==> config.mk <==
export PLATFORM = sky130hd
export DESIGN_NAME = gregorian_date_arithmetic
export DESIGN_NICKNAME = d
export VERILOG_FILES = /design/src/gda_pkg.sv /design/src/gregorian_date_arithmetic.sv
export SDC_FILE = /design/constraint.sdc
export NUM_CORES = 2
export LEC_CHECK = 0
export BUFFER_PORTS_ARGS = -buffer_cell sky130_fd_sc_hd__buf_2
export CORE_MARGIN = 1
export CORE_UTILIZATION = 41
export DETAILED_ROUTE_END_ITERATION = 8
export GPL_TIMING_DRIVEN = 0
export SLEW_MARGIN = 20
export SYNTH_ARGS = -nofsm -noshare
export SYNTH_HDL_FRONTEND = slang
export SYNTH_SLANG_ARGS = --single-unit
==> constraint.sdc <==
create_clock -name i_clk -period 45.1 [get_ports i_clk]
set_input_delay 9.02 -clock i_clk [delete_from_list [all_inputs] [get_ports i_clk]]
set_output_delay 9.02 -clock i_clk [all_outputs]
set_load 0.05 [all_outputs]
==> src/gda_pkg.sv <==
// Package for the Gregorian date arithmetic block: types, status codes and
// constants shared by the pipeline and its checker. No dependencies.
`default_nettype none
package gda_pkg;
    typedef enum logic [1:0] {
        ST_OK        = 2'd0,
        ST_BAD_DATE  = 2'd1,
        ST_OUT_RANGE = 2'd2
    } t_status;

    localparam logic KIND_ADD  = 1'b0;
    localparam logic KIND_DIFF = 1'b1;

    localparam int unsigned DAYS_400 = 146097;
    localparam int unsigned DAYS_100 = 36524;
    localparam int unsigned DAYS_4   = 1461;

    // Month length, index 1..12; February has 29 days when leap is set.
    function automatic logic [4:0] month_days(input logic [3:0] m, input logic leap);
        logic [4:0] r;
        case (m)
            4'd2:                      r = leap ? 5'd29 : 5'd28;
            4'd4, 4'd6, 4'd9, 4'd11:   r = 5'd30;
            4'd1, 4'd3, 4'd5, 4'd7, 4'd8, 4'd10, 4'd12: r = 5'd31;
            default:                   r = 5'd0;
        endcase
        return r;
    endfunction

    // Days before month m in a common year.
    function automatic logic [8:0] days_before(input logic [3:0] m);
        logic [8:0] r;
        case (m)
            4'd1:    r = 9'd0;
            4'd2:    r = 9'd31;
            4'd3:    r = 9'd59;
            4'd4:    r = 9'd90;
            4'd5:    r = 9'd120;
            4'd6:    r = 9'd151;
            4'd7:    r = 9'd181;
            4'd8:    r = 9'd212;
            4'd9:    r = 9'd243;
            4'd10:   r = 9'd273;
            4'd11:   r = 9'd304;
            4'd12:   r = 9'd334;
            default: r = 9'd0;
        endcase
        return r;
    endfunction
endpackage
`default_nettype wire

==> src/gregorian_date_arithmetic.sv <==
// Gregorian date add / difference pipeline, top level.
// Depends on gda_pkg.
//
//  channel | dir | fields
//  s_axis  | in  | tuser: kind; tdata: year, month, day, offset, other y/m/d
//  m_axis  | out | tdata: result year, month, day, day_count, status
//
// Eight register stages; a transaction can enter in every cycle while the output
// is not blocked.
// Constant divisions are reciprocal multiplies or compare-and-subtract steps.
// Stall: all stages advance on one enable; while a result waits unaccepted
// the whole pipe holds, so nothing is lost or repeated.
// Reset clears the valid bits only.
`default_nettype none
module gregorian_date_arithmetic #(
    parameter int unsigned MAX_YEAR = 9999
) (
    input  wire logic        i_clk,
    input  wire logic        i_rst_n,
    input  wire logic        s_axis_tvalid,
    output logic             s_axis_tready,
    // [13:0] year, [17:14] month, [22:18] day, [45:23] offset_days,
    // [59:46] other_year, [63:60] other_month, [68:64] other_day, rest 0
    input  wire logic [71:0] s_axis_tdata,
    input  wire logic        s_axis_tuser,   // kind
    output logic             m_axis_tvalid,
    input  wire logic        m_axis_tready,
    // [13:0] result_year, [17:14] result_month, [22:18] result_day,
    // [44:23] day_count, [46:45] status, rest 0
    output logic [47:0]      m_axis_tdata
);
    import gda_pkg::*;

    localparam int NS = 8;
    // Last day number, computed at elaboration.
    localparam longint LASTP = longint'(MAX_YEAR);
    localparam longint LAST_DN = LASTP*365 + LASTP/4 - LASTP/100 + LASTP/400 - 1;
    localparam int DW = 27;   // day-number width for MAX_YEAR up to 65535 plus offset
    // floor(x/25) = (x*1311) >> 15, exact for x below 4096
    localparam int unsigned RECIP_25 = 1311;
    // floor(n/146097) = (n*30103606) >> 42, exact for n below 2**25
    localparam int unsigned RECIP_400Y = 30103606;
    // floor(x/1461) = (x*45934) >> 26, exact for x up to 36524
    localparam int unsigned RECIP_4Y = 45934;

    logic [NS-1:0] r_vld;
    logic          adv;
    assign adv = !m_axis_tvalid || m_axis_tready;
    assign s_axis_tready = adv;

    // ---------------- field unpack
    logic [13:0] in_y, in_y2;
    logic [3:0]  in_m, in_m2;
    logic [4:0]  in_d, in_d2;
    logic signed [22:0] in_off;
    assign in_y   = s_axis_tdata[13:0];
    assign in_m   = s_axis_tdata[17:14];
    assign in_d   = s_axis_tdata[22:18];
    assign in_off = s_axis_tdata[45:23];
    assign in_y2  = s_axis_tdata[59:46];
    assign in_m2  = s_axis_tdata[63:60];
    assign in_d2  = s_axis_tdata[68:64];

    // Leap test on a 14-bit year; y/100 and y/400 go through y/4 and y/16 by 25.
    function automatic logic leap14(input logic [13:0] y);
        logic [22:0] h4;
        logic [20:0] h16;
        h4  = 23'(y[13:2]) * 23'(RECIP_25);
        h16 = 21'(y[13:4]) * 21'(RECIP_25);
        return (y[1:0] == 2'd0) &&
               ((y[13:2] != 12'(h4[22:15]) * 12'd25) ||
                (y[3:2] == 2'd0 && y[13:4] == 10'(h16[20:15]) * 10'd25));
    endfunction

    function automatic logic ok14(input logic [13:0] y, input logic [3:0] m,
                                  input logic [4:0] d, input logic leap);
        return (y != 14'd0) && (32'(y) <= MAX_YEAR) && (m >= 4'd1) && (m <= 4'd12)
            && (d != 5'd0) && (d <= month_days(m, leap));
    endfunction

    // Day-of-year part (0-based) of a date.
    function automatic logic [8:0] doy(input logic [3:0] m, input logic [4:0] d,
                                       input logic leap);
        logic [8:0] r;
        r = days_before(m) + 9'(d) - 9'd1;
        if (leap && m > 4'd2) r = r + 9'd1;
        return r;
    endfunction

    // Days before Jan 1 of year p+1.
    function automatic logic [DW-1:0] ybase(input logic [13:0] p);
        logic [22:0] h4;
        logic [20:0] h16;
        h4  = 23'(p[13:2]) * 23'(RECIP_25);
        h16 = 21'(p[13:4]) * 21'(RECIP_25);
        return DW'(p)*DW'(365) + DW'(p[13:2]) - DW'(h4[22:15]) + DW'(h16[20:15]);
    endfunction

    // ---------------- stage 1: validate, day-of-year
    logic s1_leap, s1_leap2;
    assign s1_leap  = leap14(in_y);
    assign s1_leap2 = leap14(in_y2);
    logic        r_s1_kind, r_s1_bad;
    logic [13:0] r_s1_p, r_s1_p2;
    logic [8:0]  r_s1_doy, r_s1_doy2;
    logic signed [22:0] r_s1_off;
    always_ff @(posedge i_clk) begin
        if (adv) begin
            r_s1_kind <= s_axis_tuser;
            r_s1_bad  <= !ok14(in_y, in_m, in_d, s1_leap) ||
                         (s_axis_tuser == KIND_DIFF && !ok14(in_y2, in_m2, in_d2, s1_leap2));
            r_s1_p    <= in_y - 14'd1;
            r_s1_p2   <= in_y2 - 14'd1;
            r_s1_doy  <= doy(in_m, in_d, s1_leap);
            r_s1_doy2 <= doy(in_m2, in_d2, s1_leap2);
            r_s1_off  <= in_off;
        end
    end

    // ---------------- stage 2: day numbers
    logic        r_s2_kind, r_s2_bad;
    logic signed [DW:0] r_s2_n, r_s2_n2;
    logic signed [22:0] r_s2_off;
    always_ff @(posedge i_clk) begin
        if (adv) begin
            r_s2_kind <= r_s1_kind;
            r_s2_bad  <= r_s1_bad;
            r_s2_n    <= $signed({1'b0, ybase(r_s1_p) + DW'(r_s1_doy)});
            r_s2_n2   <= $signed({1'b0, ybase(r_s1_p2) + DW'(r_s1_doy2)});
            r_s2_off  <= r_s1_off;
        end
    end

    // ---------------- stage 3: add / subtract, range check
    logic signed [DW+1:0] s3_sum, s3_dif;
    assign s3_sum = (DW+2)'(r_s2_n) + (DW+2)'(r_s2_off);
    assign s3_dif = (DW+2)'(r_s2_n) - (DW+2)'(r_s2_n2);
    logic          r_s3_kind;
    t_status       r_s3_st;
    logic [DW-1:0] r_s3_n;
    logic [21:0]   r_s3_cnt;
    always_ff @(posedge i_clk) begin
        if (adv) begin
            r_s3_kind <= r_s2_kind;
            r_s3_n    <= s3_sum[DW-1:0];
            r_s3_cnt  <= 22'(s3_dif < 0 ? -s3_dif : s3_dif);
            if (r_s2_bad)
                r_s3_st <= ST_BAD_DATE;
            else if (r_s2_kind == KIND_ADD &&
                     (s3_sum < 0 || s3_sum > (DW+2)'(LAST_DN)))
                r_s3_st <= ST_OUT_RANGE;
            else
                r_s3_st <= ST_OK;
        end
    end

    // ---------------- stage 4: 400-year cycle count by reciprocal
    logic [51:0] s4_prod;
    assign s4_prod = 52'(r_s3_n) * 52'(RECIP_400Y);
    logic          r_s4_kind;
    t_status       r_s4_st;
    logic [DW-1:0] r_s4_n;
    logic [8:0]    r_s4_q400;
    logic [21:0]   r_s4_cnt;
    always_ff @(posedge i_clk) begin
        if (adv) begin
            r_s4_kind <= r_s3_kind;
            r_s4_st   <= r_s3_st;
            r_s4_cnt  <= r_s3_cnt;
            r_s4_n    <= r_s3_n;
            r_s4_q400 <= s4_prod[50:42];
        end
    end

    // ---------------- stage 5: remainder in cycle, century by compares
    logic [17:0] s5_r0;
    logic [1:0]  s5_q100;
    logic [15:0] s5_r1;
    always_comb begin
        s5_r0 = 18'(r_s4_n - DW'(r_s4_q400) * DW'(DAYS_400));
        if (s5_r0 >= 18'(3*DAYS_100))
            s5_q100 = 2'd3;
        else if (s5_r0 >= 18'(2*DAYS_100))
            s5_q100 = 2'd2;
        else if (s5_r0 >= 18'(DAYS_100))
            s5_q100 = 2'd1;
        else
            s5_q100 = 2'd0;
        s5_r1 = 16'(s5_r0 - 18'(s5_q100) * 18'(DAYS_100));
    end
    logic          r_s5_kind;
    t_status       r_s5_st;
    logic [8:0]    r_s5_q400;
    logic [1:0]    r_s5_q100;
    logic [15:0]   r_s5_r1;
    logic [21:0]   r_s5_cnt;
    always_ff @(posedge i_clk) begin
        if (adv) begin
            r_s5_kind <= r_s4_kind;
            r_s5_st   <= r_s4_st;
            r_s5_cnt  <= r_s4_cnt;
            r_s5_q400 <= r_s4_q400;
            r_s5_q100 <= s5_q100;
            r_s5_r1   <= s5_r1;
        end
    end

    // ---------------- stage 6: 4-year group by reciprocal
    logic [31:0] s6_prod;
    logic [5:0]  s6_q4;
    logic [10:0] s6_r2;
    assign s6_prod = 32'(r_s5_r1) * 32'(RECIP_4Y);
    assign s6_q4   = s6_prod[31:26];
    assign s6_r2   = 11'(r_s5_r1 - 16'(s6_q4) * 16'(DAYS_4));
    logic          r_s6_kind;
    t_status       r_s6_st;
    logic [8:0]    r_s6_q400;
    logic [1:0]    r_s6_q100;
    logic [5:0]    r_s6_q4;
    logic [10:0]   r_s6_r2;
    logic [21:0]   r_s6_cnt;
    always_ff @(posedge i_clk) begin
        if (adv) begin
            r_s6_kind <= r_s5_kind;
            r_s6_st   <= r_s5_st;
            r_s6_cnt  <= r_s5_cnt;
            r_s6_q400 <= r_s5_q400;
            r_s6_q100 <= r_s5_q100;
            r_s6_q4   <= s6_q4;
            r_s6_r2   <= s6_r2;
        end
    end

    // ---------------- stage 7: year in group, year number, leap flag
    logic [1:0] s7_q1;
    logic [8:0] s7_r3;
    logic       s7_leap;
    always_comb begin
        if (r_s6_r2 >= 11'd1095)
            s7_q1 = 2'd3;
        else if (r_s6_r2 >= 11'd730)
            s7_q1 = 2'd2;
        else if (r_s6_r2 >= 11'd365)
            s7_q1 = 2'd1;
        else
            s7_q1 = 2'd0;
        s7_r3 = 9'(r_s6_r2 - 11'(s7_q1) * 11'd365);
        // last year of a 4-year group, not a plain century year
        s7_leap = (s7_q1 == 2'd3) && (r_s6_q4 != 6'd24 || r_s6_q100 == 2'd3);
    end
    logic          r_s7_kind;
    t_status       r_s7_st;
    logic [13:0]   r_s7_y;
    logic [8:0]    r_s7_r;
    logic          r_s7_leap;
    logic [21:0]   r_s7_cnt;
    always_ff @(posedge i_clk) begin
        if (adv) begin
            r_s7_kind <= r_s6_kind;
            r_s7_st   <= r_s6_st;
            r_s7_cnt  <= r_s6_cnt;
            r_s7_r    <= s7_r3;
            r_s7_leap <= s7_leap;
            r_s7_y    <= 14'(17'(r_s6_q400) * 17'd400 + 17'(r_s6_q100) * 17'd100
                           + 17'(r_s6_q4) * 17'd4 + 17'(s7_q1) + 17'd1);
        end
    end

    // ---------------- stage 8: month / day, output register
    logic [3:0] s8_m;
    logic [8:0] s8_base;
    always_comb begin
        s8_m = 4'd1;
        s8_base = 9'd0;
        for (int k = 2; k <= 12; k++) begin
            if (r_s7_r >= days_before(4'(k)) + ((r_s7_leap && k > 2) ? 9'd1 : 9'd0)) begin
                s8_m = 4'(k);
                s8_base = days_before(4'(k)) + ((r_s7_leap && k > 2) ? 9'd1 : 9'd0);
            end
        end
    end
    logic ok8, add8;
    assign ok8  = (r_s7_st == ST_OK);
    assign add8 = (r_s7_kind == KIND_ADD);
    always_ff @(posedge i_clk) begin
        if (adv) begin
            m_axis_tdata[13:0]  <= (ok8 && add8) ? r_s7_y : 14'd0;
            m_axis_tdata[17:14] <= (ok8 && add8) ? s8_m : 4'd0;
            m_axis_tdata[22:18] <= (ok8 && add8) ? 5'(r_s7_r - s8_base + 9'd1) : 5'd0;
            m_axis_tdata[44:23] <= (ok8 && !add8) ? r_s7_cnt : 22'd0;
            m_axis_tdata[46:45] <= r_s7_st;
            m_axis_tdata[47]    <= 1'b0;
        end
    end

    // ---------------- valid pipe
    always_ff @(posedge i_clk) begin
        if (!i_rst_n)
            r_vld <= '0;
        else if (adv)
            r_vld <= {r_vld[NS-2:0], s_axis_tvalid};
    end
    assign m_axis_tvalid = r_vld[NS-1];
endmodule
`default_nettype wire

# After elaboration in Yosys (flattened, before gate mapping)
# Memory sizes are Yosys's and may differ from the RTL's.
# Cells that the tools add are included.
op_classes:
  multipliers: 22
  n_eq_ne: 31
  reduce_logical: 44
  n_addsub: 49
  bitwise_logic: 3
  mux: 51
  order_cmp: 30
op_table:
  columns: ["op", "n"]
  rows:
  - ["$mux 5", 23]
  - ["$mul 12x11->23 const B", 4]
  - ["$ge 9x9->1", 10]
  - ["$mul 10x11->21 const B", 4]
  - ["$add 26x10->27", 2]
  - ["$add 25x7->26", 2]
  - ["$add 5x1->5", 10]
  - ["$mul 27x24->50 const B", 1]
  - ["$sub 24x8->25", 2]
  - ["$add 23x12->24", 2]
  - ["$mul 14x9->23 const B", 2]
  - ["$eq 4x4->1 const B", 10]
  - ["$mux 4", 10]
  - ["$add 8x9->9 const A", 4]
  - ["$ge 18x17->1 const B", 2]
  - ["$mux 9", 4]
  - ["$eq 4x3->1 const B", 8]
  - ["$mul 16x15->31 const B", 1]
  - ["$pmux 5 s3", 2]
  - ["$add 28x23->29", 1]
  - ["$gt 29x23->1 const B", 1]
  - ["$lt 29x1->1 const B", 1]
  - ["$le 14x14->1 const B", 2]
  - ["$lt 28x1->1 const B", 1]
  - ["55 further kinds", 121]
totals:
  mem_bits_ro: 288
  n_memories: 2
  regBits: 463
  out_inout_bits: 50
mem_list:
  columns: ["name", "words", "width", "rd", "rd_ports_with_merged_regs", "write_ports", "line_no", "rtl"]
  rows:
  - ["(name not given)", 16, 9, 1, 0, 0, "gda_pkg.sv:33", "case (m)"]
  - ["(name not given)", 16, 9, 1, 0, 0, "gda_pkg.sv:33", null]

# Logic depth before layout (Yosys ltp)
depth:
  ltp_word: 17
  mapped_depth: 45
  depth_no_buf: 44

# Worst setup path before layout
# OpenSTA, ideal clock, no wires.
synth_path:
  path_type: "input -> output"
  from: "input port m_axis_tready"
  to: "output port s_axis_tready"
  arrival_time_ps: 18013
  path_buffers: 1
  path_stages: 3
  setup_slack_ps: 18067
  path_cell_list: "nor2b_1 clkbuf_1 clkinv_1"
synth_between:
  elab_chain_cells: 1
synth_lines:
  columns: ["element", "line_no", "rtl"]
  rows:
  - ["start, declared", "gregorian_date_arithmetic.sv:27", "input wire logic m_axis_tready,"]
  - ["$logic_or 1x1->1", "gregorian_date_arithmetic.sv:48", "assign adv = !m_axis_tvalid || m_axis_tready;"]
  - ["end, declared", "gregorian_date_arithmetic.sv:21", "output logic s_axis_tready,"]
# No other way between the ends.

# Worst setup path after layout
# Same ends and word-level chain as after synthesis.

==> results_dict.tcl <==
set metrics [dict create \
    reg2reg_slack_ps 33510 \
    synth_edf_count 455 \
    drv_cap 0 \
    cts_setup_buffers 0 \
    dieArea_um2 169000 \
    cts_buffers 52 \
    fin_crit_sh_pct 45.2 \
    rsz0062_at_grt "no" \
    synth_cells 6380 \
    synthArstFlopShare_pct 0 \
    synth.area.top_cells "ha_1, fa_1, edfxtp_1" \
    yosys.area.top_type_share_pct 26.7 \
    fin_skew_ps 39.3 \
    clk_latency_ps 670 \
    slew-limit-headroom_pct 28.5 \
    vias_per_cell 4.97 \
    worstSetupStartpointType "primary input" \
    area_growth_pct 7.97 \
    grt_remaining_overflow 0 \
    drive_gt1_share_pct 4.28 \
    fp.dieW_um 411 \
    status "complete, but fails checks" \
    crit_type "in2out" \
    synth_cell_type_count 98 \
    fmax_ghz 0.0490 \
    nNetsFinal 8943 \
    num_io_pins 127 \
    num_rows 149 \
    grt_pass1_vias 46311 \
    dieHeight_um 411 \
    hold_class "reg2reg" \
    drc 18 \
    synth_largest_area_cell "ha_1" \
    cts_root_buffer "clkbuf_16" \
    htreeDepth 2 \
    ys.flop_type "edfxtp_1" \
    cts.clk_slew.worst_paths_ps 70 \
    numPortBuffers 122 \
    cts.sink_count 463 \
    grt_pass1_wl_mm 239 \
    dr.pass1.iters 9 \
    cp_cell_sequence "buf_2 -> nor2b_1 -> clkbuf_1 -> clkinv_4 -> buf_16 -> buf_16 -> buf_2" \
    grt_max_degree 87 \
    wl_per_cell_um 16.4 \
    finalSetupViolations 0 \
    cp-end-kind "output port" \
    synth_warnings 0 \
    drt_iter0_markers 2130 \
    violations "DRC" \
    path_max_fanout 83 \
    antenna_left 0 \
    design.core.area_um2 165000 \
    period_minus_slack_ps 20390 \
    ys_seq_area_share_pct 20.2 \
    hold_viol_final 0 \
    synth_area_um2 68400 \
    tns_ps 0 \
    start_util_pct 41.4 \
    worst_ep_required_time_ps 36080 \
    worstMarginPinSlew_ps 1060 \
    synth_fp_nets 8761 \
    crit_arrival_ps 11370 \
    dp_hpwl_mm 124 \
    synth_common_cells "inv_1, ha_1, fa_1" \
    track_usage_pct 17.7 \
    gp_congestion 0.894 \
    vias 43722 \
    cts_hold_buffers 0 \
    antenna_found_initial 3 \
    drv_slew 0 \
    cts_resized 0 \
    syn_area_per_cell_um2 10.7 \
    finalWirelength_mm 144 \
    yosysMostFrequentCell "inv_1" \
    cts_buffer_depth 3 \
    cts_tree "yes" \
    slowest_delay_ps 610 \
    ys_seq_elements 463 \
    critical-path-slowest-cell "clkinv_4" \
]
[flip-flops by register name, indices dropped and copies added, names as in the netlist, 9 cells and up]
| register | count |
|---|---|
| r_s5_r1 | 16 |
| r_s4_cnt | 22 |
| r_s1_doy2 | 9 |
| r_s5_cnt | 22 |
| r_s7_y | 14 |
| r_s5_q400 | 9 |
| r_s7_r | 9 |
| r_s4_q400 | 9 |
| r_s7_cnt | 22 |
| r_s2_n | 27 |
| r_s4_n | 18 |
| r_s6_q400 | 9 |
| r_s3_n | 27 |
| r_s2_n2 | 27 |
| r_s2_off | 23 |
| r_s6_r2 | 11 |
| m_axis_tdata | 47 |
| r_s1_p2 | 14 |
| r_s1_p | 14 |
| r_s6_cnt | 22 |
| r_s3_cnt | 22 |
| r_s1_doy | 9 |
| r_s1_off | 23 |
[critical path: cells and delay by family]
kind,cells,cell delay (ps)
buffers and inverters,6,2120
AND/OR/NAND/NOR,1,90
[layout make-up]
class | instances | area (um^2)
diodes | 1 | 2.50
well taps | 2189 | 2740
clock inverters | 38 | 601
plain buffers | 38 | 149
clock buffers | 59 | 1350
repair buffers | 128 | 756
inverters | 1468 | 5520
multi-input cells | 4411 | 48900
fillers | 15490 | 91500
flip-flops and latches | 463 | 13800
[layer usage]
layer	GRT usage [%]	part of all wire, %
met5	0	0
met4	3.52	2.0
met3	2.13	3.3
met2	30.7	48
met1	23.6	46
[stage by stage]
step	hold slack, ps	worst slack (ps)	instances	cell area [um^2]	util (%)
floorplan	400	18070	6380	68400	-
global placement	400	10820	8691	71800	43.4
detailed placement	405	24710	8697	71900	43.5
CTS	397	24720	8794	73900	44.7
global route	409	24470	8794	73900	44.7
finish	405	24710	8795	73900	44.7
[path summary, 6_finish.rpt]
check                           depth (start not counted)             to     startpoint
worst max-delay path                                    7  s_axis_tready  m_axis_tready
worst min-delay path                                    0    r_s2_off[2]    r_s1_off[2]
worst max register to register                         39     r_s2_n[24]      r_s1_p[7]
worst min register to register                          0    r_s2_off[2]    r_s1_off[2]
[cells by family (layout without fill, tap and decap cells)]
family,after synthesis,count (layout),synth area share [%]
adders and majority gates,2304,2304,51.4
AOI/OAI and AO/OA,851,851,8.29
DFF,463,463,20.2
buffers and inverters,1506,1731,8.27
muxes,14,14,0.252
and+or+nand+nor,820,820,6.15
other,1,2,0.00548
xor gates and xnor gates,421,421,5.45
[cells in the final DEF, fill, tap and decap left out, types with 25 or more instances in the layout]
cell / count
nor2b_1: 47
xnor2_1: 308
a31oi_1: 31
a211oi_1: 25
fa_1: 843
a21oi_1: 227
nor2_1: 185
clkbuf_1: 37
buf_2: 124
xor2_1: 110
inv_1: 1467
o21bai_1: 33
o21ai_0: 142
nand3_1: 64
and3_1: 30
a21o_1: 95
ha_1: 1461
nor3_1: 81
edfxtp_1: 455
nand2_1: 159
and2_1: 58
nand4_1: 38
clkbuf_16: 52
o21a_1: 72
nand2b_1: 37
Power is left out: the tool's default activity adds up to more than one toggle a clock period on the data nets, which glitch-free logic cannot reach.
